--- config.mk ---
export PLATFORM = sky130hd
export DESIGN_NAME = cse_front
export DESIGN_NICKNAME = d
export VERILOG_FILES = /design/src/rtl/core/cosine_similarity_engine_macros.svh /design/src/rtl/core/cse_pkg.sv /design/src/rtl/core/cse_front.sv
export SDC_FILE = /design/constraint.sdc
export NUM_CORES = 2
export LEC_CHECK = 0
export BUFFER_PORTS_ARGS = -buffer_cell sky130_fd_sc_hd__buf_2
export CORE_UTILIZATION = 35
export CTS_BUF_LIST = sky130_fd_sc_hd__clkbuf_4 sky130_fd_sc_hd__clkbuf_8 sky130_fd_sc_hd__clkbuf_16
export DETAILED_ROUTE_END_ITERATION = 12
export HOLD_SLACK_MARGIN = 0.02
export SLEW_MARGIN = 20
export SYNTH_ARGS = -nofsm -noshare
export SYNTH_HDL_FRONTEND = slang
export SYNTH_SLANG_ARGS = --single-unit
--- constraint.sdc ---
create_clock -name i_clk -period 14.2 [get_ports i_clk]
set_input_delay 1.42 -clock i_clk [delete_from_list [all_inputs] [get_ports i_clk]]
set_output_delay 1.42 -clock i_clk [all_outputs]
set_load 0.1 [all_outputs]
--- src/rtl/core/cosine_similarity_engine_macros.svh ---
// ----------------------------------------------------------------------------
// Assertion macros for the cosine similarity engine
// Clocked on i_clk and masked while i_rst_n is low.
// ----------------------------------------------------------------------------
`ifndef COSINE_SIMILARITY_ENGINE_MACROS_SVH
`define COSINE_SIMILARITY_ENGINE_MACROS_SVH

// cons must hold in the same cycle as ante
`define CSE_ASSERT_IMP(lbl, ante, cons, msg) \
    lbl: assert property (@(posedge i_clk) disable iff (!i_rst_n) (ante) |-> (cons)) \
        else $error(msg);

// cons must hold in the cycle after ante
`define CSE_ASSERT_NEXT(lbl, ante, cons, msg) \
    lbl: assert property (@(posedge i_clk) disable iff (!i_rst_n) (ante) |=> (cons)) \
        else $error(msg);

`endif

--- src/rtl/core/cse_pkg.sv ---
// ----------------------------------------------------------------------------
// cse_pkg
// Widths, types and helpers shared by the cosine similarity engine.
// ----------------------------------------------------------------------------
package cse_pkg;

    localparam int DOT_W         = 42;   // signed dot product accumulator
    localparam int SQ_W          = 41;   // unsigned squared-norm accumulators
    localparam int SIM_W         = 16;   // Q1.14 result
    localparam int ONE_Q14       = 16384;
    localparam int ROOT_IN_W     = 31;   // bits kept of each norm before the root
    localparam int PROD_W        = 2 * ROOT_IN_W;
    localparam int RES_W         = PROD_W + 1;
    localparam int SHIFT_W       = 4;
    localparam int DEN_W         = 42;
    localparam int NUM_W         = 58;
    localparam int FRAC_SHIFT    = 15;
    localparam int QUOT_W        = 16;
    localparam int QUEUE_DEPTH   = 2;
    localparam int DEF_MAX_LEN   = 1024;
    localparam int DEF_ELEM_BITS = 16;

    typedef struct packed {
        logic signed [DOT_W-1:0] dot;
        logic [SQ_W-1:0]         sq_a;
        logic [SQ_W-1:0]         sq_b;
    } t_sums;

    typedef struct packed {
        logic  valid;
        t_sums sums;
    } t_push;

    typedef enum logic [3:0] {
        ST_IDLE,
        ST_NORM,
        ST_MUL,
        ST_SQRT,
        ST_DEN,
        ST_DIVSET,
        ST_CHK,
        ST_DIV,
        ST_DONE
    } t_back_state;

    // Saturation bound of every accumulator: MAX_LEN full-scale pairs, capped.
    function automatic logic [SQ_W-1:0] acc_limit(input int max_len, input int elem_bits);
        int          sh;
        logic [63:0] cap;
        logic [63:0] v;
        sh  = 2 * elem_bits - 2;
        cap = (64'd1 << SQ_W) - 64'd1;
        if (sh >= SQ_W) begin
            v = cap;
        end else begin
            v = 64'(max_len) << sh;
            if (v > cap) begin
                v = cap;
            end
        end
        return v[SQ_W-1:0];
    endfunction

endpackage

--- src/rtl/core/cse_front.sv ---
// ----------------------------------------------------------------------------
// cse_front
// Multiplies each element pair and accumulates the saturating dot product
// and squared norms; hands the finished sums to the queue on the last pair.
// ----------------------------------------------------------------------------
module cse_front #(
    parameter int MAX_LEN   = cse_pkg::DEF_MAX_LEN,
    parameter int ELEM_BITS = cse_pkg::DEF_ELEM_BITS
) (
    input  logic                                         i_clk,
    input  logic                                         i_rst_n,
    input  logic                                         i_valid,
    input  logic signed [ELEM_BITS-1:0]                  i_elem_a,
    input  logic signed [ELEM_BITS-1:0]                  i_elem_b,
    input  logic                                         i_last,
    input  logic [$clog2(cse_pkg::QUEUE_DEPTH+1)-1:0]    i_queue_count,
    output logic                                         o_ready,
    output cse_pkg::t_push                               o_push
);
    import cse_pkg::*;

    localparam int PW = 2 * ELEM_BITS;
    localparam int SW = ((PW > DOT_W) ? PW : DOT_W) + 1;
    localparam int CW = $clog2(QUEUE_DEPTH + 1);
    localparam logic [SQ_W-1:0]      LIMIT   = acc_limit(MAX_LEN, ELEM_BITS);
    localparam logic signed [SW-1:0] POS_LIM = SW'(LIMIT);
    localparam logic signed [SW-1:0] NEG_LIM = -POS_LIM;
    localparam logic [SW-1:0]        SQ_LIM  = SW'(LIMIT);

    logic                   accept;
    logic signed [PW-1:0]   mul_ab;
    logic signed [PW-1:0]   mul_aa;
    logic signed [PW-1:0]   mul_bb;
    logic [CW:0]            pending;

    logic                   r_s1_valid;
    logic                   r_s1_last;
    logic signed [PW-1:0]   r_p_ab;
    logic [PW-1:0]          r_p_aa;
    logic [PW-1:0]          r_p_bb;

    logic signed [DOT_W-1:0] r_dot;
    logic [SQ_W-1:0]         r_sq_a;
    logic [SQ_W-1:0]         r_sq_b;

    logic signed [SW-1:0]    dot_x;
    logic [SW-1:0]           sqa_x;
    logic [SW-1:0]           sqb_x;
    logic signed [DOT_W-1:0] n_dot;
    logic [SQ_W-1:0]         n_sq_a;
    logic [SQ_W-1:0]         n_sq_b;

    // Hold off while the queue could not take the sums of a last pair in flight
    assign pending = {1'b0, i_queue_count} + {{CW{1'b0}}, o_push.valid};
    assign o_ready = pending < (CW+1)'(QUEUE_DEPTH);
    assign accept  = i_valid & o_ready;

    assign mul_ab = i_elem_a * i_elem_b;
    assign mul_aa = i_elem_a * i_elem_a;
    assign mul_bb = i_elem_b * i_elem_b;

    always_ff @(posedge i_clk) begin
        if (!i_rst_n) begin
            r_s1_valid <= 1'b0;
        end else begin
            r_s1_valid <= accept;
        end
    end

    always_ff @(posedge i_clk) begin
        r_s1_last <= i_last;
        r_p_ab    <= mul_ab;
        r_p_aa    <= mul_aa;
        r_p_bb    <= mul_bb;
    end

    always_comb begin
        dot_x = SW'(r_dot) + SW'(r_p_ab);
        sqa_x = SW'(r_sq_a) + SW'(r_p_aa);
        sqb_x = SW'(r_sq_b) + SW'(r_p_bb);
        if (dot_x > POS_LIM) begin
            n_dot = DOT_W'(POS_LIM);
        end else if (dot_x < NEG_LIM) begin
            n_dot = DOT_W'(NEG_LIM);
        end else begin
            n_dot = DOT_W'(dot_x);
        end
        n_sq_a = (sqa_x > SQ_LIM) ? LIMIT : SQ_W'(sqa_x);
        n_sq_b = (sqb_x > SQ_LIM) ? LIMIT : SQ_W'(sqb_x);
    end

    assign o_push.valid     = r_s1_valid & r_s1_last;
    assign o_push.sums.dot  = n_dot;
    assign o_push.sums.sq_a = n_sq_a;
    assign o_push.sums.sq_b = n_sq_b;

    // Clear the sums once a vector's totals leave for the queue
    always_ff @(posedge i_clk) begin
        if (!i_rst_n) begin
            r_dot  <= '0;
            r_sq_a <= '0;
            r_sq_b <= '0;
        end else if (r_s1_valid) begin
            if (r_s1_last) begin
                r_dot  <= '0;
                r_sq_a <= '0;
                r_sq_b <= '0;
            end else begin
                r_dot  <= n_dot;
                r_sq_a <= n_sq_a;
                r_sq_b <= n_sq_b;
            end
        end
    end

endmodule

# Word-level counts from Yosys, hierarchy flattened
# Cells that the tools add are included.
# W data, S select, Z words.
[op_classes]
n_mul = 3
n_mux = 7
n_lt_le_gt_ge = 5
n_bitwise = 2
n_addsub = 4
[op_table]
columns = ["cell", "n"]
rows = [
  ["$mux W41", 4],
  ["$mux W42", 3],
  ["$mul A16 B16 Y32", 3],
  ["$add A41 B32 Y42", 2],
  ["$gt A42 B41 Y1 const B", 2],
  ["$add A42 B32 Y43", 1],
  ["$gt A43 B42 Y1 const B", 1],
  ["$lt A43 B41 Y1 const B", 1],
  ["$add A2 B1 Y3", 1],
  ["$lt A3 B2 Y1 const B", 1],
  ["$and A1 B1 Y1", 2],
]
[totals]
out_inout_bits = 126
inputBits = 38
register_bits = 222
wordCells = 29

# Longest topological paths before layout
[depth]
word_depth = 5
ltp_mapped = 28
ltp_nobuf = 27

# Least setup slack after synthesis
# No wires, ideal clock.
[synth_path]
kind = "in2reg"
startpoint = "input i_elem_a[3]"
endpoint = "register r_p_aa[31]"
stages = 25
required_ns = 14.071
setup_time_ns = 0.129
slack_ns = 6.382
n_path_buf = 2
arrival_time_ns = 7.688
cell_sequence = "clkbuf_1 buf_1 nand2_1 fa_1 fa_1 fa_1 inv_1 fa_1 fa_1 inv_1 fa_1 inv_1 ha_1 and3_1 a221oi_1 nor2_1 a21oi_1 o21ai_0 o21ai_0 o211ai_1 a31oi_1 nor2b_1 o21a_1 o41ai_1 xnor2_1"
[synth_between]
elab_chain_len = 1
[synth_rtl]
columns = ["element", "line_no", "rtl"]
rows = [
  ["start, declared", "cse_front.sv:13", "input logic signed [ELEM_BITS-1:0] i_elem_a,"],
  ["$mul A16 B16 Y32", "cse_front.sv:59", "assign mul_aa = i_elem_a * i_elem_a;"],
  ["via mul_aa[31]", "cse_front.sv:32", "logic signed [PW-1:0] mul_aa;"],
  ["end signal, assigned", "cse_front.sv:73", "r_p_aa <= mul_aa;"],
  ["end, declared", "cse_front.sv:39", "logic [PW-1:0] r_p_aa;"],
]
# The timed path passes the listed nets, and every way through them passes these cells.
# A chain may end at the register's enable or synchronous reset.

# Worst setup path after layout
# Ends and elaborated chain as after synthesis.

==> out/results.tsv <==
stage	metric	value	unit
logic_synthesis	synthXorXnorAreaFrac	0.0478	
logic_synthesis	syn-num-nets	5783	
clock_tree	cts_buffers	28	
cells_and_area	layout-drive-gt1-share	0.0608	
timing	fmax	114	MHz
timing	maxSlewViolCount	0	
logic_synthesis	synth-seq-area-share	0.108	
clock_tree	cts_tree	yes	
run	drv_cap	0	
timing	worst_slack	5450	ps
clock_tree	clk_latency	630	ps
clock_tree	root_buffer	clkbuf_16	
global_route	antenna_found_initial	8	
clock_tree	cts_setup_buffers	0	
critical_path	critical_path_class	in2reg	
global_route	grt_pass1_vias	32500	
global_route	grt_max_degree	74	
placement	numPortBuffers	163	
logic_synthesis	synth_edf_count	0	
critical_path	cp-start-kind	input pin	
logic_synthesis	ys_types	81	
logic_synthesis	synth_fa_ha_area_frac	0.474	
placement	gp_congestion	0.866	
logic_synthesis	syn_inst	4643	
logic_synthesis	synthesis.area	40700	sq um
logic_synthesis	yosys_warnings	0	
timing	finClkSkew	46.8	ps
timing	rsz0062_at_grt	false	
route	drc_errors	0	
route	vias_per_cell	4.95	
route	wl_per_cell	16.6	um
route	first_pass_iters	5	
floorplanning	die_x	343	um
placement	place_hpwl	81200	um
clock_tree	clkSinkCount	220	
min_path	min_path_type	reg2reg	
status	status	finished clean	
logic_synthesis	ys_seq_elements	220	
global_route	grt_usage	0.181	
cells_and_area	syn_to_final_growth	8.04	%
critical_path	cp-end-kind	flip-flop	
floorplanning	core_area	115000	sq um
floorplanning	core.rowCount	124	
global_route	grt_overflow	0	
logic_synthesis	synth_compound_area_frac	0.115	
placement	dp_slack	4920	ps
logic_synthesis	async_flop_share	0	
floorplanning	dieArea	118000	sq um
cells_and_area	fill_cells	11700	
critical_path	cp_data_arrival_time	9260	ps
logic_synthesis	synth_mux_area_frac	0.00252	
timing	max_slew_margin	0.283	
route	num_vias	30800	
logic_synthesis	syn_avg_cell_area	8.76	sq um
floorplanning	ios	164	
clock_tree	htree_num_levels	1	
logic_synthesis	synth_top_family_by_area	adder cells	
floorplanning	start_util	0.354	
route	ant_nets	0	
timing	hold_violations	0	
clock_tree	path_clk_slew	70	ps
timing	worst_pin_slew	1080	ps
clock_tree	cts_resized	0	
timing	setup_tns	0	ps
clock_tree	clk_path_buf_depth	3	
clock_tree	hold_buffers	0	
timing	period_needed	8750	ps
critical_path	crit_fanout	29	
global_route	grt_pass1_wl	171000	um
logic_synthesis	post_synth_and_or_nand_nor_area_fraction	0.148	
timing	setup_violations	0	
floorplanning	die_h	343	um
route	drtIter0Drc	1535	
logic_synthesis	ys.flop_type	dfxtp_1	
cells_and_area	fin_nets	5824	
timing	fin_crit_sh	0.616	
route	routed_wl	103000	um
critical_path	cp.required	14710	ps
[cells in the final DEF (no fill, tap or decap), drive strengths merged, types with 46 or more instances in the layout]
cell type	n
a21o	88
a21oi	171
and2	210
buf	192
dfxtp	220
fa	730
ha	372
inv	942
nand2	460
nand3	50
nor2	282
nor2b	67
o21ai	135
o31ai	46
xnor2	161
xor2	61
[metrics by stage]
| step | std cells | utilization | cell area (sq um) | hold slack (ps) |
|---|---|---|---|---|
| global route | 6216 | 0.383 | 43900 | 478 |
| CTS | 6216 | 0.383 | 43900 | 455 |
| detailed placement | 6166 | 0.374 | 42900 | 448 |
| global placement | 6166 | 0.374 | 42900 | 438 |
| floorplan | 4643 | - | 40700 | 429 |
| finish | 6218 | 0.383 | 43900 | 452 |
[synth_stat cells (67+ instances only)]
cell	number	area, sq um
a21o_1	88	661
nand2_1	460	1730
clkbuf_1	170	638
inv_1	940	3530
xnor2_1	161	1410
dfxtp_1	220	4400
and2_1	210	1310
nor2b_1	67	419
fa_1	730	14600
ha_1	372	4650
o21ai_0	109	546
nor2_1	281	1050
a21oi_1	171	856
[layout make-up]
class                   instances  area, sq um  area share
multi-input cells            3296        32100       0.730
flip-flops and latches        220         4400       0.100
inverters                     946         3550      0.0808
well taps                    1512         1890      0.0431
repair buffers                192         1030      0.0235
clock buffers                  36          779      0.0177
clock inverters                14          218     0.00496
diodes                          2         5.00    0.000114
[final timing paths]
check        cells after the start   startpoint    endpoint  slack (ps)
max                             26  i_elem_a[3]  r_p_aa[31]        5450
min                              2    r_sq_b[9]   r_sq_b[9]         450
max reg2reg                     17     r_dot[0]    r_dot[4]        8750
min reg2reg                      2    r_sq_b[9]   r_sq_b[9]         450
[state kept, by name (all words and copies together) (netlist names)]
register / cells
r_dot: 42
r_p_aa: 31
r_p_ab: 32
r_p_bb: 31
r_s1_last: 1
r_s1_valid: 1
r_sq_a: 41
r_sq_b: 41
[kinds of logic after synthesis]
family                     count (synthesis)
adders and majority gates               1102
and+or+nand+nor                         1264
xor gates and xnor gates                 222
AOI/OAI and AO/OA                        698
DFF                                      220
muxes                                     10
buffers and inverters                   1127
[routing by layer]
metal | wire (um) | global-route usage | vias up
li1 | - | - | 14700
met5 | 59 | 0 | -
met1 | 46000 | 0.244 | 15300
met2 | 49200 | 0.306 | 656
met4 | 3040 | 0.0520 | 8
met3 | 4870 | 0.0193 | 134
[critical path, cell delays in order]
cell	delay, ps
buf_2	610
clkinv_1	720
nor2_1	380
ha_1	310
xor2_1	190
fa_1	500
fa_1	510
inv_1	50
fa_1	490
fa_1	490
inv_1	50
fa_1	470
inv_1	40
ha_1	330
a21o_1	190
a21o_1	160
a21o_1	180
a21oi_1	180
o21ai_0	180
o21ai_0	580
o211ai_1	220
a31oi_1	280
nor2b_1	90
o21a_1	190
o41ai_1	310
xnor2_1	120
Power is left out: the tool's default activity adds up to more than one toggle a clock period on the data nets, which glitch-free logic cannot reach.
