File: config.mk
export PLATFORM = sky130hd
export DESIGN_NAME = cse_queue
export DESIGN_NICKNAME = d
export VERILOG_FILES = /design/src/rtl/core/cse_pkg.sv /design/src/rtl/core/cse_queue.sv
export VERILOG_INCLUDE_DIRS = /design/src /design/src/rtl/core
export SDC_FILE = /design/constraint.sdc
export NUM_CORES = 1
export LEC_CHECK = 0
export BUFFER_PORTS_ARGS = -buffer_cell sky130_fd_sc_hd__buf_2
export CAP_MARGIN = 10
export CORE_MARGIN = 3
export CORE_UTILIZATION = 52
export CTS_CLUSTER_SIZE = 8
export DETAILED_ROUTE_END_ITERATION = 8
export GPL_ROUTABILITY_DRIVEN = 1
export GPL_TIMING_DRIVEN = 0
export MAX_ROUTING_LAYER = met4
export PLACE_DENSITY = 0.78
export SYNTH_ARGS = -nofsm -noshare
export SYNTH_HDL_FRONTEND = slang
export SYNTH_SLANG_ARGS = --single-unit
File: constraint.sdc
create_clock -name i_clk -period 10.61 [get_ports i_clk]
set_input_delay 2.122 -clock i_clk [delete_from_list [all_inputs] [get_ports i_clk]]
set_output_delay 2.122 -clock i_clk [all_outputs]
set_load 0.005 [all_outputs]
File: src/rtl/core/cosine_similarity_engine_macros.svh
// ----------------------------------------------------------------------------
// Assertion macros for the cosine similarity engine
// Clocked on i_clk and masked while i_rst_n is low.
// ----------------------------------------------------------------------------
`ifndef COSINE_SIMILARITY_ENGINE_MACROS_SVH
`define COSINE_SIMILARITY_ENGINE_MACROS_SVH

// cons must hold in the same cycle as ante
`define CSE_ASSERT_IMP(lbl, ante, cons, msg) \
    lbl: assert property (@(posedge i_clk) disable iff (!i_rst_n) (ante) |-> (cons)) \
        else $error(msg);

// cons must hold in the cycle after ante
`define CSE_ASSERT_NEXT(lbl, ante, cons, msg) \
    lbl: assert property (@(posedge i_clk) disable iff (!i_rst_n) (ante) |=> (cons)) \
        else $error(msg);

`endif

File: src/rtl/core/cse_pkg.sv
// ----------------------------------------------------------------------------
// cse_pkg
// Widths, types and helpers shared by the cosine similarity engine.
// ----------------------------------------------------------------------------
package cse_pkg;

    localparam int DOT_W         = 42;   // signed dot product accumulator
    localparam int SQ_W          = 41;   // unsigned squared-norm accumulators
    localparam int SIM_W         = 16;   // Q1.14 result
    localparam int ONE_Q14       = 16384;
    localparam int ROOT_IN_W     = 31;   // bits kept of each norm before the root
    localparam int PROD_W        = 2 * ROOT_IN_W;
    localparam int RES_W         = PROD_W + 1;
    localparam int SHIFT_W       = 4;
    localparam int DEN_W         = 42;
    localparam int NUM_W         = 58;
    localparam int FRAC_SHIFT    = 15;
    localparam int QUOT_W        = 16;
    localparam int QUEUE_DEPTH   = 2;
    localparam int DEF_MAX_LEN   = 1024;
    localparam int DEF_ELEM_BITS = 16;

    typedef struct packed {
        logic signed [DOT_W-1:0] dot;
        logic [SQ_W-1:0]         sq_a;
        logic [SQ_W-1:0]         sq_b;
    } t_sums;

    typedef struct packed {
        logic  valid;
        t_sums sums;
    } t_push;

    typedef enum logic [3:0] {
        ST_IDLE,
        ST_NORM,
        ST_MUL,
        ST_SQRT,
        ST_DEN,
        ST_DIVSET,
        ST_CHK,
        ST_DIV,
        ST_DONE
    } t_back_state;

    // Saturation bound of every accumulator: MAX_LEN full-scale pairs, capped.
    function automatic logic [SQ_W-1:0] acc_limit(input int max_len, input int elem_bits);
        int          sh;
        logic [63:0] cap;
        logic [63:0] v;
        sh  = 2 * elem_bits - 2;
        cap = (64'd1 << SQ_W) - 64'd1;
        if (sh >= SQ_W) begin
            v = cap;
        end else begin
            v = 64'(max_len) << sh;
            if (v > cap) begin
                v = cap;
            end
        end
        return v[SQ_W-1:0];
    endfunction

endpackage

File: src/rtl/core/cse_queue.sv
// ----------------------------------------------------------------------------
// cse_queue
// Short queue of finished vector sums between front and back.
// ----------------------------------------------------------------------------
`include "cosine_similarity_engine_macros.svh"

module cse_queue (
    input  logic                                      i_clk,
    input  logic                                      i_rst_n,
    input  cse_pkg::t_push                            i_push,
    input  logic                                      i_pop,
    output logic                                      o_valid,
    output cse_pkg::t_sums                            o_head,
    output logic [$clog2(cse_pkg::QUEUE_DEPTH+1)-1:0] o_count
);
    import cse_pkg::*;

    localparam int AW = (QUEUE_DEPTH > 1) ? $clog2(QUEUE_DEPTH) : 1;
    localparam int CW = $clog2(QUEUE_DEPTH + 1);

    t_sums           r_mem [QUEUE_DEPTH];
    logic [AW-1:0]   r_wr_ptr;
    logic [AW-1:0]   r_rd_ptr;
    logic [CW-1:0]   r_count;

    function automatic logic [AW-1:0] ptr_inc(input logic [AW-1:0] p);
        return (p == AW'(QUEUE_DEPTH - 1)) ? '0 : p + 1'b1;
    endfunction

    always_ff @(posedge i_clk) begin
        if (!i_rst_n) begin
            r_wr_ptr <= '0;
            r_rd_ptr <= '0;
            r_count  <= '0;
        end else begin
            if (i_push.valid) begin
                r_wr_ptr <= ptr_inc(r_wr_ptr);
            end
            if (i_pop) begin
                r_rd_ptr <= ptr_inc(r_rd_ptr);
            end
            r_count <= r_count + CW'(i_push.valid) - CW'(i_pop);
        end
    end

    always_ff @(posedge i_clk) begin
        if (i_push.valid) begin
            r_mem[r_wr_ptr] <= i_push.sums;
        end
    end

    assign o_valid = r_count != '0;
    assign o_head  = r_mem[r_rd_ptr];
    assign o_count = r_count;

    `CSE_ASSERT_IMP(a_no_overflow, i_push.valid, r_count < CW'(QUEUE_DEPTH), "queue overflow")
    `CSE_ASSERT_IMP(a_no_underflow, i_pop, r_count != '0, "pop from empty queue")
    `CSE_ASSERT_IMP(a_count_bound, 1'b1, r_count <= CW'(QUEUE_DEPTH), "queue count beyond depth")

endmodule

; ---- Yosys cells after proc, flatten, opt, wreduce, memory -nomap -nowiden
; Memory sizes are Yosys's and may differ from the RTL's. A register that Yosys moved wholly into a read port is not among the register bits.
; Index checks and enable logic that the tools add are counted.
; W data, S select, Z words.
[totals]
ram_bits = 248
regBits = 4
n_memories = 1
in_bits = 128
output_inout_bits = 127
[op_classes]
addsub = 4
n_reduce_logical = 1
muxes = 6
[mem_list]
columns = memory, depth, word_bits, read_ports, rd_clocked_by_memory_dff, wr, line
row1 = r_mem, 2, 124, 1, 1, 1, cse_queue.sv:21  ; t_sums r_mem [QUEUE_DEPTH];
[ops]
columns = operator, count
row1 = $mux W1, 6
row2 = $add A1 B1 Y1 const B, 2
row3 = $add A2 B1 Y2, 1
row4 = $reduce_bool A2 Y1, 1
row5 = $sub A2 B1 Y2, 1

; ---- Logic depth before layout (Yosys ltp)
; Gate-level depths: netlist of run 1.
[depth]
ltp_word = 4
mapped_depth = 6

; ---- Worst setup path after synthesis of run 1
; No wires, ideal clock.
[synth_timing]
path_kind = input -> register
start = input port i_push[124] in the netlist's numbering
end = memory r_mem[0][0] in the netlist's numbering, enable pin
required_ps = 9986
stages = 1
setup_slack_ps = 2456
setup_ps = 624
t_arrival_ps = 7530
cell_sequence = nor2b_1
[synth_between]
elab_chain_len = 2
[synth_rtl]
columns = element, line
row1 = from (decl), cse_queue.sv:10  ; input cse_pkg::t_push i_push,
row2 = $mux W1, cse_queue.sv:47  ; if (i_push.valid) begin
row3 = $mux W1 (implied by the code), cse_queue.sv:48  ; r_mem[r_wr_ptr] <= i_push.sums;
row4 = to (decl), cse_queue.sv:21
; Every way passes these cells.

==> results of run 1 <==
sequential cells by signal, summed over array words and instances (netlist names), named ones only:
register and cells:
r_wr_ptr 1, o_count 2, r_mem 248, r_rd_ptr 1
power breakdown:
part | internal [µW] | total (µW) | leakage, µW | switching, µW
combinational | 130 | 236 | 0.00189 | 106
sequential | 1160 | 1170 | 0.00237 | 13.8
clock | 626 | 988 | 0.000475 | 361
worst reg2reg max path, stage by stage (launching register included):
cell     delay, ps
dfxtp_1        390
and2_4         800
buf_16         360
kinds of logic (layout without fill, tap and decap cells):
logic type | Yosys count | in the layout | share of synthesized area, %
AO/OA/AOI/OAI | 1 | 1 | 0.0798
XOR/XNOR | 2 | 2 | 0.332
adder cells (fa/ha/maj) | 2 | 2 | 0.266
multiplexers | 124 | 124 | 17.2
AND/OR/NAND/NOR | 8 | 8 | 0.532
other | 0 | 3 | 0
flip-flops | 253 | 253 | 80.2
buffers and inverters | 16 | 326 | 1.36
cell type report:
class | instances | area, µm²
flip-flops and latches | 253 | 7550
diodes | 3 | 7.51
plain buffers | 14 | 120
repair buffers | 259 | 1380
fillers | 1117 | 5410
clock inverters | 1 | 5.00
multi-input cells | 137 | 1750
clock buffers | 50 | 975
well taps | 225 | 282
inverters | 2 | 7.51
per-layer routing:
| layer | vias up | GRT usage [%] | wire length [µm] |
|---|---|---|---|
| li1 | 2210 | - | - |
| met3 | 30 | 6.45 | 1740 |
| met5 | - | - | 0 |
| met4 | 0 | 6.22 | 377 |
| met2 | 226 | 28.9 | 8750 |
| met1 | 2299 | 21.2 | 6880 |
metrics by stage:
stage	instances	setup WS, ps	hold slack (ps)	util (%)	cell area (µm²)
3_5_place_dp	890	6810	581	63.4	11100
6_report	944	6720	608	69.1	12100
2_1_floorplan	406	2460	555	-	9410
4_1_cts	941	6670	610	69.0	12100
5_1_grt	943	6640	634	69.0	12100
3_3_place_gp	885	-346	567	62.7	11000
how the worst max path moves through the flow:
stage                              end  slack, ps
2_1_floorplan    r_mem[0][0]$_DFFE_PP_       2460
3_3_place_gp   r_mem[0][112]$_DFFE_PP_       -350
3_5_place_dp   r_mem[1][112]$_DFFE_PP_       6810
4_1_cts                    o_head[101]       6670
5_1_grt                    o_head[103]       6640
6_report                    o_head[99]       6720
placed cells by master, fill, tap and decap left out, drive strengths merged:
cell type / n
mux2: 124
edfxtp: 248
xnor3: 1
ha: 2
nor2b: 3
inv: 2
diode: 3
buf: 273
o21a: 1
or2: 1
clkinv: 1
xor2: 1
dfxtp: 5
clkbuf: 50
and2: 4
==> flow_metrics.tcl, run 1 <==
set metrics [dict create \
    cp.depth 5 \
    synth_edf_count 248 \
    cts_buffers 37 \
    crit_type "register to output port" \
    grt_max_degree 68 \
    gp_congestion 0.770 \
    reg2reg_setup_slack_ps 8650 \
    nNetsFinal 834 \
    cts_buffer_depth 3 \
    path_clk_slew_ps 50 \
    synth_most_common_cell "edfxtp_1" \
    coreArea_um2 17500 \
    root_buffer "clkbuf_16" \
    p_per_area_nw_per_um2 199 \
    crit_path_end_kind "output port" \
    slew_viol_final 0 \
    ys_ff_latch 253 \
    cpPeakStageDelay_ps 320 \
    crit_top_cell "buf_6" \
    syn-num-nets 536 \
    num_io_pins 255 \
    yosysTopAreaCell "edfxtp_1" \
    ctsHoldBuffers 0 \
    wl_per_cell_um 18.8 \
    synth_ff_type "edfxtp_1" \
    timing.final.crit_share_pct 36.7 \
    worstReg2RegEnd "r_mem[1][60]$_DFFE_PP_" \
    synth_area_leaders "edfxtp_1 (79%), mux2_4 (9.6%), mux2_2 (7.7%), dfxtp_1 (1.1%), buf_6 (0.96%)" \
    hold_end "r_rd_ptr$_SDFFE_PN0P_" \
    skew_ps 9.79 \
    vias 4765 \
    ys_warn_count 0 \
    worstPathCellList "buf_6 > buf_6 > buf_6 > mux2_4 > buf_2" \
    grtUsageTotal_pct 18.0 \
    crit_slowest_cell "dfxtp_1" \
    cts_max_level 2 \
    grt_pass1_vias 5149 \
    wirelength_um 17700 \
    synth_top_area_share_pct 79.1 \
    fin_crit_ps 3890 \
    path_delay_family "buffers and inverters" \
    syn_area_um2 9410 \
    firstDrtPassIters 5 \
    drc 0 \
    synthCells 406 \
    tightest_slew_ps 947 \
    cp_max_fo 10 \
    cp.arrival_ps 1770 \
    ys_async_sr_fraction_pct 0 \
    p_leak_uw 0.00473 \
    ys_top_cells_by_count "edfxtp_1 (248), mux2_2 (64), mux2_4 (60)" \
    io_buffer_count 254 \
    initial_core_util_pct 53.8 \
    holdPathStages 2 \
    cts.sinks 253 \
    crit_buf_inv 4 \
    dp_hpwl_um 12100 \
    grt_pass1_wl_um 26900 \
    fp-row-count 48 \
    reg2reg_depth 2 \
    relSlewSlack_pct 36.9 \
    worst_ep_required_time_ps 8490 \
    power_uw 2400 \
    syn_area_per_cell_um2 23.2 \
    drv_cap 0 \
    cts_resized 0 \
    fmax_ghz 0.257 \
    clk_latency_ps 480 \
    hp-start "r_rd_ptr$_SDFFE_PN0P_" \
    rsz0062_at_grt "no" \
    setup_viol 0 \
    grt_overflow_total 0 \
    drt_iter0_markers 212 \
    peakVddDrop_v 0.000156 \
    r2r-start "r_wr_ptr$_SDFFE_PN0P_" \
    drive_above_1_share_pct 61.2 \
    start_kind "register" \
    hold_path_class "register to register" \
    synthDistinctLibCells 14 \
    die_x_um 141 \
    die_h_um 141 \
    antenna_found_initial 2 \
    syn_to_final_growth_pct 28.2 \
    yosysSeqAreaShare_pct 80.2 \
    post-cts-setup-buffers 0 \
    dieArea_um2 19700 \
    setup_tns_ps 0 \
    cts_tree "yes" \
    ant_nets 0 \
    status "finished, final reports clean" \
    finalHoldViolations 0 \
    via_per_inst 5.05 \
]
Note: power is estimated with default switching activity, not from simulation.
==> run 2, diff against run 1 <==
ABC_AREA = 1   (was default)
clock period = 3.9 ns   (was 10.61 ns; I/O delays follow)
==> run 2 against run 1 <==
- critical path depth stayed put
- clock skew is 5.9 ps higher
- combinational power is 140% higher
- final area is 0.38% lower
- worst setup slack worse by 5400 ps
- synthesized area stayed put
- critical path type unchanged
- critical endpoint is now o_head[76]
- largest cell class unchanged
- highest routed layer unchanged
==> flow_metrics.tcl, run 2 <==
set metrics [dict create \
    synth_ff_type "edfxtp_1" \
    vias 4898 \
    start_kind "register" \
    fin_crit_ps 2570 \
    crit_slowest_cell "dfxtp_1" \
    ant_nets 0 \
    synthCells 418 \
    cts_tree "yes" \
    drt_iter0_markers 213 \
    cp_max_fo 10 \
    setup_viol 0 \
    cts_max_level 2 \
    rsz0062_at_grt "no" \
    layout_commonest_cell "buf_2" \
    p_per_area_nw_per_um2 534 \
    nNetsFinal 845 \
    die_h_um 141 \
    status "finished, final reports clean" \
    r2r-start "r_wr_ptr$_SDFFE_PN0P_" \
    post-cts-setup-buffers 0 \
    hp-start "i_push[43]" \
    die_x_um 141 \
    io_buffer_count 254 \
    crit_top_cell "buf_6" \
    hold_path_class "primary input to register" \
    peakVddDrop_v 0.000374 \
    slew_viol_final 0 \
    syn_area_um2 9410 \
    ys_warn_count 0 \
    cts_buffers 37 \
    ys_async_sr_fraction_pct 0 \
    grt_pass1_vias 5283 \
    worstReg2RegEnd "r_mem[0][78]$_DFFE_PP_" \
    synth_top_area_share_pct 79.1 \
    fp-row-count 48 \
    drc 0 \
    reg2reg_depth 3 \
    root_buffer "clkbuf_16" \
    clk_latency_ps 480 \
    synth_most_common_cell "edfxtp_1" \
    initial_core_util_pct 53.8 \
    power_uw 6420 \
    relSlewSlack_pct 29.8 \
    setup_tns_ps 0 \
    ctsHoldBuffers 0 \
    synth_area_leaders "edfxtp_1 (79%), mux2_4 (9.6%), mux2_2 (7.7%), dfxtp_1 (1.1%), buf_6 (0.96%)" \
    tightest_slew_ps 1050 \
    yosysTopAreaCell "edfxtp_1" \
    drive_above_1_share_pct 60.6 \
    grt_max_degree 66 \
    grt_pass1_wl_um 28600 \
    wirelength_um 18400 \
    gp_congestion 0.790 \
    fmax_ghz 0.389 \
    via_per_inst 5.17 \
    wl_per_cell_um 19.4 \
    hold_end "r_mem[0][43]$_DFFE_PP_" \
    regArea_um2 7550 \
    yosysSeqAreaShare_pct 80.2 \
    largest_reg_flops 248 \
    reg2reg_setup_slack_ps 1830 \
    syn-num-nets 548 \
    coreArea_um2 17500 \
    timing.final.crit_share_pct 65.9 \
    finalHoldViolations 0 \
    path_clk_slew_ps 50 \
    num_io_pins 255 \
    cpPeakStageDelay_ps 320 \
    skew_ps 15.7 \
    cp.arrival_ps 1790 \
    ys_ff_latch 253 \
    drv_cap 0 \
    worstPathCellList "buf_6 > buf_6 > buf_6 > mux2_4 > buf_2" \
    firstDrtPassIters 4 \
    antenna_found_initial 2 \
    fillCellCount 1076 \
    syn_area_per_cell_um2 22.5 \
    synthDistinctLibCells 12 \
    final_cell_mix "buf_2 (260), edfxtp_1 (248), mux2_2 (64), mux2_4 (60), clkbuf_16 (37)" \
    ys_top_cells_by_count "edfxtp_1 (248), mux2_2 (64), mux2_4 (60)" \
    p_leak_uw 0.00474 \
    dp_hpwl_um 12400 \
    crit_path_end_kind "output port" \
    worst_ep_required_time_ps 3120 \
    multiInputGateArea_um2 1720 \
    dieArea_um2 19700 \
    cts_buffer_depth 3 \
    cts.sinks 253 \
    holdPathStages 1 \
    synth_edf_count 248 \
    largest_register "r_mem" \
    cts_resized 0 \
    syn_to_final_growth_pct 27.7 \
    grt_overflow_total 0 \
    crit_type "register to output port" \
    grtUsageTotal_pct 19.1 \
]
[run 2: layout make-up]
cell class                      instances  share of cell area (%)
Antenna cell                            2                  0.0416
Buffer                                 14                   0.999
Clock buffer                           43                    7.89
Clock inverter                          1                  0.0416
Inverter                                7                   0.260
Multi-Input combinational cell        144                    14.3
Sequential cell                       253                    62.8
Tap cell                              225                    2.34
Timing Repair Buffer                  258                    11.3
[run 2: critical path, delay by kind of cell, from the launching register on]
kind / cells / cell delay (ps)
buf+inv: 4 / 660
flops: 1 / 320
mux: 1 / 320
[run 2: kinds of logic (layout without fill, tap and decap cells)]
group	after synthesis	after routing	synth area share, %
AOI/OAI and AO/OA	1	1	0.0531
adders and majority gates	2	2	0.266
buffers and inverters	21	323	1.56
DFF	253	253	80.2
muxes	124	124	17.2
other	0	2	0
and+or+nand+nor	17	17	0.691
[run 2: worst max-delay path by stage]
stage | end | slack (ps) | depth (start not counted) | start
3_5_place_dp | r_mem[0][86]$_DFFE_PP_ | 1200 | 5 | i_push[124]
4_1_cts | o_head[76] | 1280 | 5 | register
2_1_floorplan | r_mem[1][0]$_DFFE_PP_ | 170 | 2 | i_push[124]
6_report | o_head[76] | 1330 | 5 | register
5_1_grt | o_head[76] | 1250 | 5 | register
3_3_place_gp | r_mem[1][86]$_DFFE_PP_ | -1070 | 3 | i_push[124]
[run 2: per-stage QoR]
step | std cells | util [%] | hold slack (ps) | setup slack, ps | cell area [µm²]
final | 947 | 68.8 | 483 | 1330 | 12000
after global routing | 947 | 68.8 | 465 | 1250 | 12000
after CTS | 945 | 68.8 | 459 | 1280 | 12000
after detailed placement | 901 | 63.3 | 507 | 1200 | 11100
after global placement | 897 | 62.8 | 477 | -1070 | 11000
after floorplan | 418 | - | 463 | 170 | 9420
[run 2: power breakdown]
part           switching, µW  total (µW)  internal, µW
clock network            977        2650          1680
registers               37.0        3200          3160
logic                    269         569           301
[run 2: per-layer routing]
| metal | wire length [µm] | track usage [%] |
|---|---|---|
| met5 | 0 | - |
| met4 | 466 | 6.78 |
| met3 | 1560 | 5.33 |
| met2 | 9170 | 31.3 |
| met1 | 7210 | 22.9 |
