**src/rtl/core/cosine_similarity_engine_macros.svh**
```systemverilog
// ----------------------------------------------------------------------------
// Assertion macros for the cosine similarity engine
// Clocked on i_clk and masked while i_rst_n is low.
// ----------------------------------------------------------------------------
`ifndef COSINE_SIMILARITY_ENGINE_MACROS_SVH
`define COSINE_SIMILARITY_ENGINE_MACROS_SVH

// cons must hold in the same cycle as ante
`define CSE_ASSERT_IMP(lbl, ante, cons, msg) \
    lbl: assert property (@(posedge i_clk) disable iff (!i_rst_n) (ante) |-> (cons)) \
        else $error(msg);

// cons must hold in the cycle after ante
`define CSE_ASSERT_NEXT(lbl, ante, cons, msg) \
    lbl: assert property (@(posedge i_clk) disable iff (!i_rst_n) (ante) |=> (cons)) \
        else $error(msg);

`endif

```
**src/rtl/core/cse_pkg.sv**
```systemverilog
// ----------------------------------------------------------------------------
// cse_pkg
// Widths, types and helpers shared by the cosine similarity engine.
// ----------------------------------------------------------------------------
package cse_pkg;

    localparam int DOT_W         = 42;   // signed dot product accumulator
    localparam int SQ_W          = 41;   // unsigned squared-norm accumulators
    localparam int SIM_W         = 16;   // Q1.14 result
    localparam int ONE_Q14       = 16384;
    localparam int ROOT_IN_W     = 31;   // bits kept of each norm before the root
    localparam int PROD_W        = 2 * ROOT_IN_W;
    localparam int RES_W         = PROD_W + 1;
    localparam int SHIFT_W       = 4;
    localparam int DEN_W         = 42;
    localparam int NUM_W         = 58;
    localparam int FRAC_SHIFT    = 15;
    localparam int QUOT_W        = 16;
    localparam int QUEUE_DEPTH   = 2;
    localparam int DEF_MAX_LEN   = 1024;
    localparam int DEF_ELEM_BITS = 16;

    typedef struct packed {
        logic signed [DOT_W-1:0] dot;
        logic [SQ_W-1:0]         sq_a;
        logic [SQ_W-1:0]         sq_b;
    } t_sums;

    typedef struct packed {
        logic  valid;
        t_sums sums;
    } t_push;

    typedef enum logic [3:0] {
        ST_IDLE,
        ST_NORM,
        ST_MUL,
        ST_SQRT,
        ST_DEN,
        ST_DIVSET,
        ST_CHK,
        ST_DIV,
        ST_DONE
    } t_back_state;

    // Saturation bound of every accumulator: MAX_LEN full-scale pairs, capped.
    function automatic logic [SQ_W-1:0] acc_limit(input int max_len, input int elem_bits);
        int          sh;
        logic [63:0] cap;
        logic [63:0] v;
        sh  = 2 * elem_bits - 2;
        cap = (64'd1 << SQ_W) - 64'd1;
        if (sh >= SQ_W) begin
            v = cap;
        end else begin
            v = 64'(max_len) << sh;
            if (v > cap) begin
                v = cap;
            end
        end
        return v[SQ_W-1:0];
    endfunction

endpackage

```
**src/rtl/core/cse_back.sv**
```systemverilog
// ----------------------------------------------------------------------------
// cse_back
// Sequencer that turns one vector's sums into a Q1.14 similarity: normalise,
// multiply, bit-pair square root, then restoring divide with rounding.
// ----------------------------------------------------------------------------
`include "cosine_similarity_engine_macros.svh"

module cse_back (
    input  logic                              i_clk,
    input  logic                              i_rst_n,
    input  logic                              i_valid,
    input  cse_pkg::t_sums                    i_head,
    output logic                              o_pop,
    output logic                              o_valid,
    input  logic                              i_ready,
    output logic signed [cse_pkg::SIM_W-1:0]  o_similarity,
    output logic                              o_zero_norm
);
    import cse_pkg::*;

    localparam int CNT_W = $clog2(QUOT_W);

    t_back_state             r_state;
    t_back_state             n_state;

    logic signed [DOT_W-1:0] r_dot,  n_dot;
    logic [SQ_W-1:0]         r_sa,   n_sa;
    logic [SQ_W-1:0]         r_sb,   n_sb;
    logic [SHIFT_W-1:0]      r_ka,   n_ka;
    logic [SHIFT_W-1:0]      r_kb,   n_kb;
    logic [PROD_W-1:0]       r_rem,  n_rem;
    logic [RES_W-1:0]        r_res,  n_res;
    logic [RES_W-1:0]        r_bit,  n_bit;
    logic [DEN_W-1:0]        r_d,    n_d;
    logic [NUM_W-1:0]        r_num,  n_num;
    logic [NUM_W-1:0]        r_den,  n_den;
    logic                    r_ovf,  n_ovf;
    logic [QUOT_W-1:0]       r_q,    n_q;
    logic [CNT_W-1:0]        r_cnt,  n_cnt;
    logic                    r_zero, n_zero;

    logic                    r_out_valid, n_out_valid;
    logic [SIM_W-1:0]        r_out_sim,   n_out_sim;
    logic                    r_out_zero,  n_out_zero;

    logic                    a_big;
    logic                    b_big;
    logic                    head_zero;
    logic [PROD_W-1:0]       root_prod;
    logic [RES_W:0]          trial;
    logic [SHIFT_W:0]        k_sum;
    logic [ROOT_IN_W-1:0]    root;
    logic [DOT_W-1:0]        mag;
    logic [SIM_W-1:0]        q_sat;

    assign a_big     = |r_sa[SQ_W-1:ROOT_IN_W];
    assign b_big     = |r_sb[SQ_W-1:ROOT_IN_W];
    assign head_zero = (i_head.sq_a == '0) || (i_head.sq_b == '0);
    assign root_prod = r_sa[ROOT_IN_W-1:0] * r_sb[ROOT_IN_W-1:0];
    assign trial     = {1'b0, r_res} + {1'b0, r_bit};
    assign k_sum     = {1'b0, r_ka} + {1'b0, r_kb};
    assign root      = (r_res[ROOT_IN_W-1:0] == '0) ? ROOT_IN_W'(1) : r_res[ROOT_IN_W-1:0];
    assign mag       = r_dot[DOT_W-1] ? DOT_W'(-r_dot) : DOT_W'(r_dot);
    assign q_sat     = (r_ovf || (r_q > QUOT_W'(ONE_Q14))) ? SIM_W'(ONE_Q14) : SIM_W'(r_q);

    always_ff @(posedge i_clk) begin
        if (!i_rst_n) begin
            r_state     <= ST_IDLE;
            r_out_valid <= 1'b0;
        end else begin
            r_state     <= n_state;
            r_out_valid <= n_out_valid;
        end
    end

    always_ff @(posedge i_clk) begin
        r_dot      <= n_dot;
        r_sa       <= n_sa;
        r_sb       <= n_sb;
        r_ka       <= n_ka;
        r_kb       <= n_kb;
        r_rem      <= n_rem;
        r_res      <= n_res;
        r_bit      <= n_bit;
        r_d        <= n_d;
        r_num      <= n_num;
        r_den      <= n_den;
        r_ovf      <= n_ovf;
        r_q        <= n_q;
        r_cnt      <= n_cnt;
        r_zero     <= n_zero;
        r_out_sim  <= n_out_sim;
        r_out_zero <= n_out_zero;
    end

    always_comb begin
        n_state     = r_state;
        n_dot       = r_dot;
        n_sa        = r_sa;
        n_sb        = r_sb;
        n_ka        = r_ka;
        n_kb        = r_kb;
        n_rem       = r_rem;
        n_res       = r_res;
        n_bit       = r_bit;
        n_d         = r_d;
        n_num       = r_num;
        n_den       = r_den;
        n_ovf       = r_ovf;
        n_q         = r_q;
        n_cnt       = r_cnt;
        n_zero      = r_zero;
        n_out_valid = r_out_valid & ~i_ready;
        n_out_sim   = r_out_sim;
        n_out_zero  = r_out_zero;
        o_pop       = 1'b0;

        case (r_state)
            ST_IDLE: begin
                if (i_valid) begin
                    o_pop   = 1'b1;
                    n_dot   = i_head.dot;
                    n_sa    = i_head.sq_a;
                    n_sb    = i_head.sq_b;
                    n_ka    = '0;
                    n_kb    = '0;
                    n_zero  = head_zero;
                    n_state = head_zero ? ST_DONE : ST_NORM;
                end
            end
            ST_NORM: begin
                // Shift each norm down until it fits, one bit a cycle
                if (a_big || b_big) begin
                    if (a_big) begin
                        n_sa = r_sa >> 1;
                        n_ka = r_ka + 1'b1;
                    end
                    if (b_big) begin
                        n_sb = r_sb >> 1;
                        n_kb = r_kb + 1'b1;
                    end
                end else begin
                    // Even out the total shift so the root takes half of it
                    if (r_ka[0] ^ r_kb[0]) begin
                        if (r_ka >= r_kb) begin
                            n_sa = r_sa >> 1;
                            n_ka = r_ka + 1'b1;
                        end else begin
                            n_sb = r_sb >> 1;
                            n_kb = r_kb + 1'b1;
                        end
                    end
                    n_state = ST_MUL;
                end
            end
            ST_MUL: begin
                n_rem   = root_prod;
                n_res   = '0;
                n_bit   = {1'b1, {PROD_W{1'b0}}};
                n_state = ST_SQRT;
            end
            ST_SQRT: begin
                if ({2'b00, r_rem} >= trial) begin
                    n_rem = r_rem - trial[PROD_W-1:0];
                    n_res = (r_res >> 1) + r_bit;
                end else begin
                    n_res = r_res >> 1;
                end
                n_bit = r_bit >> 2;
                if (r_bit[0]) begin
                    n_state = ST_DEN;
                end
            end
            ST_DEN: begin
                n_d     = DEN_W'(root) << k_sum[SHIFT_W:1];
                n_state = ST_DIVSET;
            end
            ST_DIVSET: begin
                n_num   = (NUM_W'(mag) << FRAC_SHIFT) + NUM_W'(r_d);
                n_den   = NUM_W'(r_d) << (FRAC_SHIFT + 1);
                n_state = ST_CHK;
            end
            ST_CHK: begin
                // A quotient beyond the divide's reach saturates anyway
                n_ovf   = r_num >= (r_den << 1);
                n_q     = '0;
                n_cnt   = CNT_W'(QUOT_W - 1);
                n_state = ST_DIV;
            end
            ST_DIV: begin
                if (r_num >= r_den) begin
                    n_num = r_num - r_den;
                    n_q   = {r_q[QUOT_W-2:0], 1'b1};
                end else begin
                    n_q   = {r_q[QUOT_W-2:0], 1'b0};
                end
                n_den = r_den >> 1;
                if (r_cnt == '0) begin
                    n_state = ST_DONE;
                end else begin
                    n_cnt = r_cnt - 1'b1;
                end
            end
            ST_DONE: begin
                if (!r_out_valid || i_ready) begin
                    n_out_valid = 1'b1;
                    n_out_zero  = r_zero;
                    if (r_zero) begin
                        n_out_sim = '0;
                    end else if (r_dot[DOT_W-1]) begin
                        n_out_sim = -q_sat;
                    end else begin
                        n_out_sim = q_sat;
                    end
                    n_state = ST_IDLE;
                end
            end
            default: begin
                n_state = ST_IDLE;
            end
        endcase
    end

    assign o_valid      = r_out_valid;
    assign o_similarity = r_out_sim;
    assign o_zero_norm  = r_out_zero;

    `CSE_ASSERT_IMP(a_zero_gives_zero, o_valid && o_zero_norm, o_similarity == '0, "zero norm with nonzero similarity")
    `CSE_ASSERT_IMP(a_sim_range, o_valid, (o_similarity <= SIM_W'(ONE_Q14)) && (o_similarity >= -SIM_W'(ONE_Q14)), "similarity outside plus or minus one")
    `CSE_ASSERT_NEXT(a_pop_starts_work, o_pop, r_state != ST_IDLE, "popped sums not taken up")

endmodule

```
**config.mk**
```make
export PLATFORM = sky130hd
export DESIGN_NAME = cse_back
export DESIGN_NICKNAME = d
export VERILOG_FILES = /design/src/rtl/core/cse_pkg.sv /design/src/rtl/core/cse_back.sv
export VERILOG_INCLUDE_DIRS = /design/src /design/src/rtl/core
export SDC_FILE = /design/constraint.sdc
export NUM_CORES = 2
export LEC_CHECK = 0
export ABC_AREA = 1
export BUFFER_PORTS_ARGS = -buffer_cell sky130_fd_sc_hd__buf_2
export CAP_MARGIN = 20
export CORE_MARGIN = 3
export CORE_UTILIZATION = 50
export DETAILED_ROUTE_END_ITERATION = 8
export HOLD_SLACK_MARGIN = 0.05
export MAX_ROUTING_LAYER = met4
export PLACE_DENSITY_LB_ADDON = 0.3
export RECOVER_POWER = 50
export SYNTH_ARGS = -nofsm -noshare
export SYNTH_HDL_FRONTEND = slang
export SYNTH_SLANG_ARGS = --single-unit
```
**constraint.sdc**
```tcl
create_clock -name i_clk -period 29.4 [get_ports i_clk]
set_clock_uncertainty 0.2 [all_clocks]
set_input_delay 2.94 -clock i_clk [delete_from_list [all_inputs] [get_ports i_clk]]
set_output_delay 2.94 -clock i_clk [all_outputs]
set_load 0.1 [all_outputs]
```
* Word level (Yosys, flattened, before mapping) *
Cells that the tools add are included.

word-level totals
  flip-flop bits (word level) = 522
  input port bits = 128
  word-level logic and storage cells = 135

cells by class
  add/sub/neg operators = 11
  $mul = 1
  order comparisons = 5
  eq/ne operators = 21
  shifts and indexed selects = 1
  muxes and demuxes = 50
  bitwise gates (word level) = 3
  reductions and logical operators = 24

operators by type and width
  operator                                                        count
  41-bit 2-to-1 mux                                               10
  63-bit case mux with 2 select lines                             2
  58-bit case mux with 2 select lines                             2
  41-bit case mux with 2 select lines                             2
  62-bit case mux with 2 select lines                             1
  58-bit greater-or-equal comparator                              2
  41-bit zero test                                                2
  63-bit by 63-bit adder with 64-bit output                       1
  62-bit by 64-bit greater-or-equal comparator with 1-bit output  1
  4-bit 2-to-1 mux                                                16
  62-bit by 63-bit adder with 63-bit output                       1
  63-bit 2-to-1 mux                                               1
  31-bit by 31-bit multiplier with 62-bit output                  1
  62-bit 2-to-1 mux                                               1
  62-bit subtractor                                               1
  57-bit by 42-bit adder with 58-bit output                       1
  58-bit 2-to-1 mux                                               1
  58-bit subtractor                                               1
  42-bit 2-to-1 mux                                               1
  42-bit negation                                                 1
  31-bit by 4-bit left shift with 42-bit output                   1
  4-bit case mux with 9 select lines                              1
  16-bit 2-to-1 mux                                               2
  16-bit case mux with 2 select lines                             1
  26 further kinds                                                62

* Logic depth before layout (Yosys ltp) *
  word-level depth = 5
  gate-level depth with buffers = 35
  depth with buffers taken out = 34

* Worst setup path before layout *
Ideal clock, no wire load.

  path type = reg-to-reg
  start = register r_state[3]
  end = register r_rem[0] (enable)
  arrival time = 9.387 ns
  slack = 19.246 ns
  stages on the path, launching flop included = 6
  clock period less this slack = 10.154 ns
  cell sequence = dfxtp_1 nor2_1 inv_1 nor2_1 inv_1 o21ai_0

between the ends
  cells in the longest elaborated chain, start to end = 3
  elaborated cells on any way between the ends = 5
  those cells by class = eq/ne: 3; reduce/logical: 2

ends and longest elaborated chain
  element                                                               line             RTL
  start: declaration                                                    cse_back.sv:23   t_back_state r_state;
  start signal: assignment                                              cse_back.sv:71   r_state <= n_state;
  4-bit by 2-bit == test with 1-bit output                              cse_back.sv:118  case (r_state)
  2-bit != test (no source line) or 2-bit nonzero test (tied branches)  -
  2-bit AND reduction (no source line) *                                -
  end signal: assignment                                                cse_back.sv:82   r_rem <= n_rem;
  end: declaration                                                      cse_back.sv:31   logic [PROD_W-1:0] r_rem, n_rem;

Mark *: on every way between the ends. The rest lies on a longest branch, timed or not.
A chain may end at the register's enable or synchronous reset.

* Final worst setup path *
  start = input i_valid
  end = output o_pop

between the ends
  cells in the longest elaborated chain, start to end = 2

ends and longest elaborated chain
  element             line             RTL
  start: declaration  cse_back.sv:11   input logic i_valid,
  1-bit 2-to-1 mux    cse_back.sv:120  if (i_valid) begin
  1-bit 2-to-1 mux    cse_back.sv:118
  end: declaration    cse_back.sv:13   output logic o_pop,

No other way between the ends.

==> run summary <==
Relative slew slack: -1.82
Synth unique cells: 62
Multi-input logic area: 49900 um^2
Reg2reg path depth: 26
Mapped Cells: 10200
CORE AREA: 147000 um^2
Max-cap violations: 16
IO Port Bufs: 146
Critical path data arrival time: 5.69 ns
Post-route ant nets: 0
Initial Util: 0.507
Drt pass-1 iters: 8
R2R Setup Slk: 20.83 ns
Path category of the worst min-delay check: flop to flop
Post-Synth Simple-Gate Area: 0.226
Setup Viol. Count Final: 0
Main combinational cell family by area after synthesis: adder cells
RSZ-0062 raised after global routing: no
Post-synth EDFFs: 486
TritonCTS Buffers: 67
Slew at the pin closest to its max-slew limit: 4.24 ns
Compound-Gate Fraction of Synth Area: 0.106
CTS clock-pin slew for the worst setup and hold paths: 0.06 ns
Tot GR Track Use: 0.337
WL final: 249 mm
Sequential area share after synthesis: 0.198
WP data required: 26.26 ns
Fin nets: 11700
Reg-to-Reg Start: r_sa[19]
Deepest clock path buffer count: 3
IO Count: 147
Die Area: 153000 um^2
Vias: 67700
Dominant synthesized flop cell: edfxtp_1
Antenna violations before repair: 5
Outcome: complete, but fails checks
Root buffer cell: clkbuf_16
Max frequency: 0.113 GHz
CP Max Fanout: 44
Fin crit share: 0.300
Largest net degree at the start of global routing: 106
Syn avg cell area: 7.25 um^2
Yosys warnings: 0
Filler Cell Count: 14300
DR iter-0 viols: 7718
Vias/cell: 5.56
Die Wd: 391 um
Routed len/inst: 20.5 um
# hold bufs at CTS: 0
Slew Limit Fails: 813
Synth async-reset ratio: 0
Worst Setup End Kind: output pin
# DRC: 0
Synthesis-stage register bit count: 491
Htree depth: 3
Synth Area in Adders: 0.317
Setup_tns: 0 ns
Sequential standard cell area: 14700 um^2
Failing checks: capacitance limit, slew limit
HPWL after detailed placement: 202 mm
Time the worst path needs with I/O delays and setup: 8.83 ns
CTS tree: built
Vias in the first global route: 66100
CP Class: input pin to output pin
R2r endpoint: r_rem[47]
Synth Area in XOR/XNOR: 0.0210
Layout area overhead: 6.34%
Startpoint types: input pin
CTS Sinks: 491
GRT overflow: 0
Final Hold Fails: 0
Clk Latency, worst-skew pair: 0.68 ns
Setup Fix Bufs, Post-CTS: 0
First-pass GRT wire length: 388 mm
Mapped Area: 74300 um^2
Row cnt: 140
Hold path cells: 2
GPL Wtd Cong: 1.04
Hold path endpoint: o_valid
Post-cts resize count: 0
Mux share of post-synthesis cell area: 0.000539
Mapped Nets: 11700
Layout cells sized above 1: 0.0368
HP Start: o_valid
Die height: 391 um
==> state kept, by name, indices dropped and copies added, names as in the netlist, 4 cells and up <==
| name | flops |
|---|---|
| r_bit | 32 |
| r_ka | 4 |
| r_q | 16 |
| r_rem | 62 |
| r_res | 63 |
| r_d | 42 |
| r_sb | 41 |
| r_kb | 4 |
| r_cnt | 4 |
| r_sa | 41 |
| r_den | 58 |
| r_num | 58 |
| r_dot | 42 |
| o_similarity | 16 |
| r_state | 4 |
==> layer usage <==
| metal | wire (um) | up-vias | global-route usage |
|---|---|---|---|
| met5 | 0 | - | - |
| met1 | 110000 | 32500 | 0.482 |
| li1 | - | 31700 | - |
| met3 | 26200 | 407 | 0.0707 |
| met4 | 7270 | 0 | 0.0906 |
| met2 | 106000 | 3116 | 0.485 |
==> cells in the mapped netlist, types with 5 or more instances <==
cell type	number	area, um^2
clkbuf_1	275	1030
ha_1	537	6720
a21boi_0	11	82.6
o211ai_1	20	150
edfxtp_1	486	14600
o21ai_0	594	2970
buf_2	25	125
buf_4	10	75.1
nand4_1	80	500
a21o_1	46	345
dfxtp_1	5	100
a221oi_1	17	149
nor2_1	869	3260
a31oi_1	47	294
or2_2	24	150
nand3_1	345	1730
o21ai_2	8	70.1
and3_1	10	62.6
fa_1	841	16800
nand2_2	6	37.5
o21ai_1	19	95.1
nand2_1	2686	10100
o2111ai_1	11	96.3
nand3b_1	22	165
buf_1	13	48.8
xnor2_1	80	701
nor4_1	46	288
xor2_1	98	858
inv_1	2239	8400
nor3_1	80	400
a21oi_1	545	2730
o31ai_1	11	82.6
o21bai_1	71	533
a211oi_1	7	52.6
==> how the worst max path moves through the flow <==
| stage | from | to | slack (ns) | cells past startpoint |
|---|---|---|---|---|
| floorplan | r_state[3] | r_rem[0] | 19.25 | 5 |
| global placement | r_sa[27] | r_rem[47] | 21.00 | 26 |
| detailed placement | r_sa[27] | r_rem[47] | 20.98 | 26 |
| CTS | r_sa[27] | r_rem[47] | 20.95 | 26 |
| global route | i_valid | o_pop | 20.31 | 5 |
| finish | i_valid | o_pop | 20.57 | 5 |
==> critical path: stages <==
cell and delay [ns]:
clkbuf_1 0.12, inv_1 0.08, nor2_4 0.09, clkbuf_1 1.72, buf_2 0.69
==> cells by family after synthesis <==
family                   after synthesis
AND/OR/NAND/NOR                     4183
buffers and inverters               2573
AO/OA/AOI/OAI                       1432
adder cells (fa/ha/maj)             1378
flip-flops                           491
XOR/XNOR                             178
multiplexers                           4
==> metrics by stage <==
| step | cell area (um^2) | cells | hold WS, ns | worst slack [ns] | util |
|---|---|---|---|---|---|
| final | 79000 | 12200 | 0.331 | 20.57 | 0.539 |
| after floorplan | 74300 | 10200 | 0.298 | 19.25 | - |
| after global routing | 79000 | 12200 | 0.356 | 20.31 | 0.539 |
| after global placement | 76900 | 12100 | 0.314 | 21.00 | 0.524 |
| after CTS | 79000 | 12200 | 0.346 | 20.95 | 0.539 |
| after detailed placement | 76900 | 12100 | 0.335 | 20.98 | 0.524 |
==> final cells by class <==
| class | count | share of cell area |
|---|---|---|
| tap | 1917 | 0.0304 |
| inverter | 2247 | 0.107 |
| clock inverter | 38 | 0.00567 |
| antenna | 5 | 0.000158 |
| multi-input combinational | 7175 | 0.632 |
| sequential | 491 | 0.186 |
| timing repair buffer | 236 | 0.0174 |
| clock buffer | 79 | 0.0218 |
==> cells in the final DEF (no fill, tap or decap), types with 145 or more instances in the layout <==
cell,instances
buf_2,145
o21ai_0,593
nor2_1,866
edfxtp_1,486
ha_1,537
a21oi_1,544
nand3_1,345
nand2_1,2685
fa_1,841
inv_1,2239
Power is left out: the tool's default activity adds up to more than one toggle a clock period on the data nets, which glitch-free logic cannot reach.
